File: src/sv/pcnp_pkg.sv
package pcnp_pkg;

  // Register indexes on the configuration port
  localparam logic [2:0] REG_ROW_X_01 = 3'd0;
  localparam logic [2:0] REG_ROW_X_23 = 3'd1;
  localparam logic [2:0] REG_ROW_Y_01 = 3'd2;
  localparam logic [2:0] REG_ROW_Y_23 = 3'd3;
  localparam logic [2:0] REG_ROW_W_01 = 3'd4;
  localparam logic [2:0] REG_ROW_W_23 = 3'd5;

  // Field widths
  localparam int unsigned CoordW = 32;
  localparam int unsigned CoefW  = 64;
  localparam int unsigned IndexW = 10;
  localparam int unsigned CountW = 11;
  localparam int unsigned InDataW  = 96;
  localparam int unsigned OutDataW = 24;

  // Projection accumulator and divider widths
  localparam int unsigned AccW   = 50;
  localparam int unsigned DivW   = 83;
  localparam int unsigned DivQW  = 48;
  localparam int unsigned StepW  = 6;
  localparam logic [StepW-1:0] ProjSteps = 6'd33;

  typedef struct packed {
    logic             start;
    logic [StepW-1:0] steps;
  } div_ctrl_t;

endpackage

File: src/sv/pcnp_div2.sv
// Two-lane restoring divider sharing one divisor; one quotient bit per cycle.
module pcnp_div2 (
  input  logic                            clk_i,
  input  logic                            rst_ni,
  input  pcnp_pkg::div_ctrl_t             ctrl_i,
  input  logic [pcnp_pkg::DivW-1:0]       rem_x_i,
  input  logic [pcnp_pkg::DivW-1:0]       rem_y_i,
  input  logic [pcnp_pkg::DivW-1:0]       den_i,
  output logic                            done_o,
  output logic [pcnp_pkg::DivQW-1:0]      quo_x_o,
  output logic [pcnp_pkg::DivQW-1:0]      quo_y_o
);

  logic [pcnp_pkg::DivW-1:0]  rx_q, ry_q, dsh_q;
  logic [pcnp_pkg::StepW-1:0] cnt_q;
  logic                       busy_q, done_q;
  logic                       ge_x, ge_y;

  assign ge_x = rx_q >= dsh_q;
  assign ge_y = ry_q >= dsh_q;

  // datapath
  always_ff @(posedge clk_i) begin
    if (ctrl_i.start) begin
      rx_q    <= rem_x_i;
      ry_q    <= rem_y_i;
      dsh_q   <= den_i;
      quo_x_o <= '0;
      quo_y_o <= '0;
    end else if (busy_q) begin
      rx_q    <= ge_x ? rx_q - dsh_q : rx_q;
      ry_q    <= ge_y ? ry_q - dsh_q : ry_q;
      quo_x_o <= {quo_x_o[pcnp_pkg::DivQW-2:0], ge_x};
      quo_y_o <= {quo_y_o[pcnp_pkg::DivQW-2:0], ge_y};
      dsh_q   <= dsh_q >> 1;
    end
  end

  // step control
  always_ff @(posedge clk_i or negedge rst_ni) begin
    if (!rst_ni) begin
      busy_q <= 1'b0;
      done_q <= 1'b0;
      cnt_q  <= '0;
    end else begin
      done_q <= 1'b0;
      if (ctrl_i.start) begin
        busy_q <= 1'b1;
        cnt_q  <= ctrl_i.steps;
      end else if (busy_q) begin
        cnt_q <= cnt_q - 1'b1;
        if (cnt_q == pcnp_pkg::StepW'(1)) begin
          busy_q <= 1'b0;
          done_q <= 1'b1;
        end
      end
    end
  end

  assign done_o = done_q;

endmodule

File: config.mk
export PLATFORM = sky130hd
export DESIGN_NAME = pcnp_div2
export DESIGN_NICKNAME = d
export VERILOG_FILES = /design/src/sv/pcnp_pkg.sv /design/src/sv/pcnp_div2.sv
export SDC_FILE = /design/constraint.sdc
export NUM_CORES = 1
export LEC_CHECK = 0
export BUFFER_PORTS_ARGS = -buffer_cell sky130_fd_sc_hd__buf_2
export CORE_MARGIN = 2
export CORE_UTILIZATION = 39
export DETAILED_ROUTE_END_ITERATION = 7
export PLACE_DENSITY = 0.65
export SETUP_SLACK_MARGIN = 0.15
export SYNTH_ARGS = -nofsm -noshare
export SYNTH_HDL_FRONTEND = slang
export SYNTH_SLANG_ARGS = --single-unit
File: constraint.sdc
create_clock -name clk_i -period 6.7 [get_ports clk_i]
set_input_delay 2.01 -clock clk_i [delete_from_list [all_inputs] [get_ports clk_i]]
set_output_delay 2.01 -clock clk_i [all_outputs]
set_load 0.05 [all_outputs]
### Word level (Yosys, flattened, before mapping)

Index checks and enable logic that the tools add are counted.

| operators by class | value |
|---|---|
| $lt $le $gt $ge | 2 |
| eq/ne operators | 1 |
| add/sub/neg operators | 3 |
| reductions and logical operators | 5 |
| mux-type cells | 16 |

Operators by type and width:

| kind | number |
|---|---|
| $mux W83 | 8 |
| $ge A83 B83 Y1 | 2 |
| $sub A83 B83 Y83 | 2 |
| $mux W6 | 2 |
| $eq A6 B1 Y1 const B | 1 |
| $mux W1 | 6 |
| $reduce_bool A2 Y1 | 3 |
| $sub A6 B1 Y6 const B | 1 |
| $reduce_and A2 Y1 | 2 |

| word-level totals | value |
|---|---|
| flip-flop bits (word level) | 353 |
| logic and storage cells | 35 |
| output and inout bits | 97 |
| input bits | 258 |

### Depth between registers and ports, before layout

Gate-level depths: netlist of run 1.

| logic depth | value |
|---|---|
| depth after elaboration | 4 |
| depth in mapped cells | 15 |

### Least setup slack after synthesis of run 1

No wires, ideal clock.

| timing | value |
|---|---|
| path kind | input-to-reg |
| start point | in ctrl_i[6] (netlist name) |
| end point | reg rx_q[0] (netlist name), enable pin |
| setup time | 574 ps |
| arrival | 7,441 ps |
| path buffers | 4 |
| data required time | 6,126 ps |
| slack | -1,315 ps |
| stages on the path | 6 |
| cells stage by stage | clkbuf_1 > clkbuf_1 > buf_1 > clkbuf_1 > nor2_1 > a31oi_1 |

| between the ends | value |
|---|---|
| word-level cells in the longest chain between the ends | 2 |
| elaborated cells between the ends (all ways) | 3 |
| those cells by class | 3 x reduce/logical |

RTL lines:

| element | line | text |
|---|---|---|
| start, declared | pcnp_div2.sv:5 | `input pcnp_pkg::div_ctrl_t ctrl_i,` |
| $reduce_bool A2 Y1 (no line) | -- |  |
| $reduce_and A2 Y1 (no line) (*) | -- |  |
| end signal, assigned | pcnp_div2.sv:25 | `rx_q <= rem_x_i;` |
| end signal, assigned | pcnp_div2.sv:31 | `rx_q <= ge_x ? rx_q - dsh_q : rx_q;` |
| end, declared | pcnp_div2.sv:14 | `logic [pcnp_pkg::DivW-1:0] rx_q, ry_q, dsh_q;` |

Every way passes the cells marked *; elsewhere a longest branch is shown, timed or not.
A chain may end at the register's enable or synchronous reset.

### Final worst setup path of run 1

| timing | value |
|---|---|
| start point | reg dsh_q[54] (netlist name) |
| end point | reg ry_q[21] (netlist name), enable pin |

| between the ends | value |
|---|---|
| word-level cells in the longest chain between the ends | 3 |

RTL lines:

| element | line | text |
|---|---|---|
| start, declared | pcnp_div2.sv:14 |  |
| start signal, assigned | pcnp_div2.sv:27 | `dsh_q <= den_i;` |
| start signal, assigned | pcnp_div2.sv:35 | `dsh_q <= dsh_q >> 1;` |
| $ge A83 B83 Y1 | pcnp_div2.sv:20 | `assign ge_y = ry_q >= dsh_q;` |
| $reduce_bool A2 Y1 (no line) | -- |  |
| $reduce_and A2 Y1 (no line) | -- |  |
| end signal, assigned | pcnp_div2.sv:26 | `ry_q <= rem_y_i;` |
| end signal, assigned | pcnp_div2.sv:32 | `ry_q <= ge_y ? ry_q - dsh_q : ry_q;` |
| end, declared | pcnp_div2.sv:14 |  |

Every way passes these cells.

==> results of run 1 <==
## critical path, cell delays in order, from the launching register on
cell,delay (ns)
edfxtp_1,0.32
inv_1,0.08
ha_1,0.46
nand4_1,0.21
or3_1,0.51
nor2_1,0.45
nand2_1,0.26
nor3_1,0.40
a211oi_1,0.12
o21ai_0,0.10
nand2_1,0.07
a31oi_1,0.13
o21ai_0,0.16
nand2_4,0.72
buf_4,0.52
## cells by family after synthesis
group,synth area share
multiplexers,0.04354
XOR/XNOR,0.05277
adder cells (fa/ha/maj),0.08780
AO/OA/AOI/OAI,0.2207
flip-flops,0.3935
buffers and inverters,0.04954
AND/OR/NAND/NOR,0.1522
## layer usage
layer  vias up  track usage
met5         -            0
met4        22      0.08571
met3       155      0.04681
met2       693       0.3717
met1     10193       0.3178
li1      10548            -
## path summary, 6_finish.rpt
check	endpoint	slack (ns)	from	cells after the start
min in group asynchronous	busy_q	1.28	rst_ni	1
setup / recovery	ry_q[21]	1.77	dsh_q[54]	14
hold reg to reg	quo_y_o[47]	0.49	quo_y_o[47]	2
max in group asynchronous	busy_q	5.22	rst_ni	1
hold / removal	quo_y_o[47]	0.49	quo_y_o[47]	2
setup reg to reg	ry_q[21]	1.77	dsh_q[54]	14
## sequential cells by signal, summed over array words and instances, names as in the netlist
register and count:
dsh_q 83, busy_q 1, rx_q 83, cnt_q 6
quo_y_o 48, ry_q 83, done_o 1, quo_x_o 48
## layout make-up
type	instances	area, µm²
Antenna cell	1	2.502
Clock buffer	60	1272
Clock inverter	18	97.59
Fill cell	6138	33740
Inverter	139	523.0
Multi-Input combinational cell	2134	13610
Sequential cell	353	9603
Tap cell	837	1047
Timing Repair Buffer	368	1924
## power groups by stage
stage | Sequential, µW | Combinational, µW | Clock (µW)
6_report | 3480 | 7850 | 2300
2_1_floorplan | 3490 | 5860 | 0
3_5_place_dp | 3510 | 7720 | 0
5_1_grt | 3540 | 8660 | 2420
3_3_place_gp | 3500 | 7740 | 0
4_1_cts | 3480 | 7750 | 2360
## cells in the mapped netlist, types with 6 or more instances
cell type / n / share of area
a311oi_1: 9 / 0.0032
dfrtp_1: 8 / 0.0082
and2_1: 10 / 0.0026
nor2_1: 190 / 0.029
mux2i_1: 99 / 0.041
o21a_1: 23 / 0.0071
ha_1: 168 / 0.086
o21ai_1: 9 / 0.0018
nand3_1: 34 / 0.0070
a41oi_1: 6 / 0.0022
buf_2: 7 / 0.0014
nand2_1: 421 / 0.065
dfxtp_1: 96 / 0.079
xor2_1: 56 / 0.020
clkbuf_1: 125 / 0.019
edfxtp_1: 249 / 0.31
a21oi_1: 204 / 0.042
nand4_1: 53 / 0.014
o21ai_0: 342 / 0.070
and3_1: 16 / 0.0041
nor2b_1: 20 / 0.0051
a31oi_1: 18 / 0.0046
nor4_1: 16 / 0.0041
o21bai_1: 38 / 0.012
inv_1: 139 / 0.021
nand2b_1: 11 / 0.0028
a221oi_1: 7 / 0.0025
nor3_1: 37 / 0.0076
a21o_1: 94 / 0.029
a211oi_1: 15 / 0.0046
o211ai_1: 11 / 0.0034
or3_1: 8 / 0.0021
xnor2_1: 91 / 0.033
o31ai_1: 19 / 0.0058
a21boi_0: 8 / 0.0025
## metrics by stage
stage | area (µm²) | std cells | hold slack [ns] | setup WS [ns]
after floorplan | 24400 | 2775 | 0.5462 | 0.4366
after global placement | 26710 | 3831 | 0.4737 | 1.776
after detailed placement | 26710 | 3831 | 0.4814 | 1.765
after CTS | 28080 | 3909 | 0.4980 | 1.755
after global routing | 28080 | 3909 | 0.5247 | 1.550
final | 28080 | 3910 | 0.4947 | 1.774
==> results.py, run 1 <==
metrics = {
    "cts": {
        "cts_root_buffer": "clkbuf_16",
        "clk-insertion-delay-late_ns": 0.58,
        "cts_tree": "built",
        "cts_max_path_buffers": 3,
        "clk_pin_slew_ns": 0.06,
        "numCtsBuffers": 43,
        "post_cts_resized": 0,
        "htreeDepth": 2,
        "cts_setup_buffers": 0,
        "ctsHoldBuffers": 0,
        "cts.sinks": 353,
    },
    "cells_and_area": {
        "layout_common_cells": "nand2_1, buf_2, o21ai_0, edfxtp_1, a21oi_1",
        "final_common_cell": "nand2_1",
        "final_util": 0.4542,
        "final_net_count": 3467,
        "area_delta_synth_final_pct": 15.10,
        "drive_gt1_frac": 0.1582,
    },
    "detailed_routing": {
        "vias": 21611,
        "antenna_left": 0,
        "drc": 0,
        "wl_met3_mm": 5.332,
        "wl_per_cell_um": 19.82,
        "drt-initial-drc-count": 1648,
        "drt-vias-per-instance": 5.527,
        "met2WireLength_mm": 34.27,
        "highest_layer": "met5",
        "met1_length_mm": 34.92,
        "drtPass1Iterations": 7,
        "wl_mm": 77.51,
    },
    "global_route": {
        "grt_usage": 0.2349,
        "grt_pass1_vias": 20839,
        "grt_max_degree": 253,
        "antenna_found_initial": 12,
        "grt_pass1_wl_mm": 117.8,
        "grt_overflow": 0,
    },
    "logic_synthesis": {
        "syn_inst": 2775,
        "ys_warn_count": 0,
        "synth_edf_count": 249,
        "syn-cell-area_um2": 24400,
        "yosys.cell_types.count": 96,
        "ys.flop_type": "edfxtp_1",
        "seq_area_frac_synth": 0.3935,
        "ys_seq_elements": 353,
        "syn-num-nets": 3203,
        "syn_area_per_cell_um2": 8.792,
        "synthArstFlopShare": 0.02266,
    },
    "critical_path": {
        "path_max_fanout": 57,
        "crit_arrival_ns": 5.14,
        "crit_path_start_kind": "flip-flop",
        "crit_type": "flip-flop to flip-flop",
        "crit_path_end_kind": "flip-flop",
        "required_ns": 6.92,
    },
    "pwr": {
        "comb_power_share": 0.575,
        "power_frac_clock": 0.169,
        "switching_share": 0.4457,
        "seqPwrFrac": 0.256,
        "p_leak_uw": 0.01271,
        "switchingPower_uw": 6076,
        "power_uw": 13630,
        "intPower_uw": 7557,
        "power.density_nw_per_um2": 485.5,
        "ir_worst_vdd_mv": 0.2044,
    },
    "floorplan": {
        "dieArea_um2": 64570,
        "fp.dieH_um": 254.1,
        "start_util": 0.3946,
        "rows": 91,
        "io_pins": 355,
        "die_x_um": 254.1,
        "core_area_um2": 61830,
    },
    "sta": {
        "finalHoldViolations": 0,
        "skew_ns": 0.02078,
        "worstMarginPinSlew_ns": 1.198,
        "setup_viol": 0,
        "period_needed_ns": 4.926,
        "layout_worst_path_cycle_share": 0.7352,
        "maxSlewHeadroom": 0.2011,
        "rsz0062_at_grt": "no",
        "fmax_mhz": 203.0,
        "drv_slew": 0,
        "tns_ns": 0,
    },
    "place": {
        "port_buffers": 354,
        "place.gp.congestion": 0.9471,
        "dp_hpwl_mm": 59.58,
    },
    "status": {
        "status": "finished clean",
    },
    "flow_run": {
        "drv_cap": 0,
    },
    "hold_path": {
        "worstHoldPathType": "flip-flop to flip-flop",
    },
}
Power figures use the tool's default switching activity.
==> inputs of run 2 (changes only) <==
==> constraint.sdc (replaced) <==
create_clock -name clk_i -period 4.1 [get_ports clk_i]
set_input_delay 1.23 -clock clk_i [delete_from_list [all_inputs] [get_ports clk_i]]
set_output_delay 1.23 -clock clk_i [all_outputs]
set_load 0.05 [all_outputs]
==> results.py, run 2 (synthesis results as in run 1) <==
metrics = {
    "cts": {
        "clk-insertion-delay-late_ns": 0.58,
        "ctsHoldBuffers": 0,
        "numCtsBuffers": 43,
        "cts_max_path_buffers": 3,
        "cts.sinks": 353,
        "htreeDepth": 2,
        "cts_tree": "built",
        "cts_root_buffer": "clkbuf_16",
        "clk_pin_slew_ns": 0.06,
    },
    "place": {
        "pre_cts_ws_ns": 0.1775,
        "dp_hpwl_mm": 59.21,
        "place.gp.congestion": 0.9414,
        "dpl.cell_count": 3869,
        "port_buffers": 354,
    },
    "detailed_routing": {
        "drc": 0,
        "drtPass1Iterations": 5,
        "wl_per_cell_um": 19.41,
        "antenna_left": 0,
        "drt-vias-per-instance": 5.467,
        "drt-initial-drc-count": 1448,
        "wl_mm": 76.73,
        "vias": 21611,
    },
    "sta": {
        "period_needed_ns": 3.819,
        "rsz0062_at_grt": "yes",
        "worst_slack_ns": 0.2805,
        "hold-worst-slack_ns": 0.4828,
        "maxSlewHeadroom": 0.2788,
        "worstMarginPinSlew_ns": 1.082,
        "fmax_mhz": 261.8,
        "finalHoldViolations": 0,
        "setup_viol": 0,
        "layout_worst_path_cycle_share": 0.9316,
        "skew_ns": 0.01465,
        "tns_ns": 0,
        "drv_slew": 0,
    },
    "cells_and_area": {
        "area_delta_synth_final_pct": 17.70,
        "final_net_count": 3507,
        "fill_cells": 6091,
        "stdcell_count": 3953,
        "final_common_cell": "nand2_1",
        "layout_common_cells": "nand2_1, buf_2, o21ai_0, edfxtp_1, a21oi_1",
        "drive_gt1_frac": 0.1828,
        "largest_registers": "dsh_q x83, rx_q x83, ry_q x83",
        "final_util": 0.4645,
    },
    "floorplan": {
        "fp.dieH_um": 254.1,
        "die_x_um": 254.1,
        "io_pins": 355,
        "core_area_um2": 61830,
        "dieArea_um2": 64570,
        "rows": 91,
        "start_util": 0.3946,
    },
    "pwr": {
        "power.density_nw_per_um2": 791.9,
        "power_frac_clock": 0.170,
        "intPower_uw": 12730,
        "p_leak_uw": 0.01295,
        "switchingPower_uw": 10010,
        "switching_share": 0.4401,
        "ir_worst_vdd_mv": 0.3356,
        "seqPwrFrac": 0.249,
        "comb_power_share": 0.580,
    },
    "critical_path": {
        "required_ns": 4.54,
        "crit_arrival_ns": 4.26,
        "r2r_setup_slack_ns": 0.28,
        "crit_path_start_kind": "flip-flop",
        "crit_path_end_kind": "flip-flop",
        "path_max_fanout": 7,
        "crit_type": "flip-flop to flip-flop",
    },
    "flow_run": {
        "drv_cap": 0,
    },
    "global_route": {
        "grt_usage": 0.2324,
        "grt_pass1_wl_mm": 116.5,
        "antenna_found_initial": 9,
        "grt_overflow": 0,
        "grt_pass1_vias": 20565,
        "grt_max_degree": 224,
    },
    "hold_path": {
        "worstHoldPathType": "primary input to async pin",
    },
    "status": {
        "status": "finished clean",
    },
}
[run 2: layout make-up]
cell class,instances,area [µm²],share of cell area
clock inverters,26,202.7,0.007058
inverters,139,525.5,0.01830
repair buffers,408,2282,0.07947
flip-flops and latches,353,9603,0.3344
multi-input cells,2134,13830,0.4816
diodes,3,7.507,0.0002614
well taps,837,1047,0.03647
clock buffers,53,1219,0.04244
[run 2: stage by stage]
step	total power, µW	area (µm²)
floorplan	15360	24510
global placement	18520	27120
detailed placement	18550	27120
CTS	22530	28540
global route	24420	28710
finish	22740	28720
[run 2: timing repair]
| item | in CTS | in global routing |
|---|---|---|
| pin swaps | 0 | 8 |
| resized for setup | 1 | 35 |
| setup endpoints to repair | 6 | 157 |
| buffers inserted | 0 | 2 |
[run 2: power groups by stage]
| stage | Sequential [µW] | Clock [µW] | Combinational, µW |
|---|---|---|---|
| after floorplan | 5670 | 0 | 9680 |
| after global placement | 5700 | 0 | 12800 |
| after detailed placement | 5710 | 0 | 12800 |
| after CTS | 5660 | 3960 | 12900 |
| after global routing | 5770 | 4070 | 14600 |
| final | 5670 | 3880 | 13200 |
[run 2: metal layers]
metal,global-route usage,wire [µm],up-vias,share of wire
met5,0,39,-,0.00051
met4,0.06655,2113,8,0.028
met3,0.03616,5512,118,0.072
met2,0.3807,35000,690,0.46
met1,0.3172,34070,10148,0.44
li1,-,-,10647,-
[run 2: final timing paths]
check / start / to / cells past startpoint
setup reg to reg: dsh_q[32] / ry_q[77] / 12
max in group asynchronous: rst_ni / busy_q / 1
hold reg to reg: quo_y_o[47] / quo_y_o[47] / 2
min in group clk_i: quo_y_o[47] / quo_y_o[47] / 2
hold / removal: rst_ni / cnt_q[2] / 1
setup / recovery: dsh_q[32] / ry_q[77] / 12
[run 2: critical path, cell delays in order, from the launching register on]
cell	delay [ns]
edfxtp_1	0.32
inv_1	0.08
ha_1	0.44
nand4_1	0.39
a211o_1	0.35
a31oi_1	0.35
a311oi_2	0.12
a21oi_2	0.28
or4_4	0.23
a21oi_4	0.08
o41ai_4	0.58
mux2_4	0.35
a21oi_2	0.12
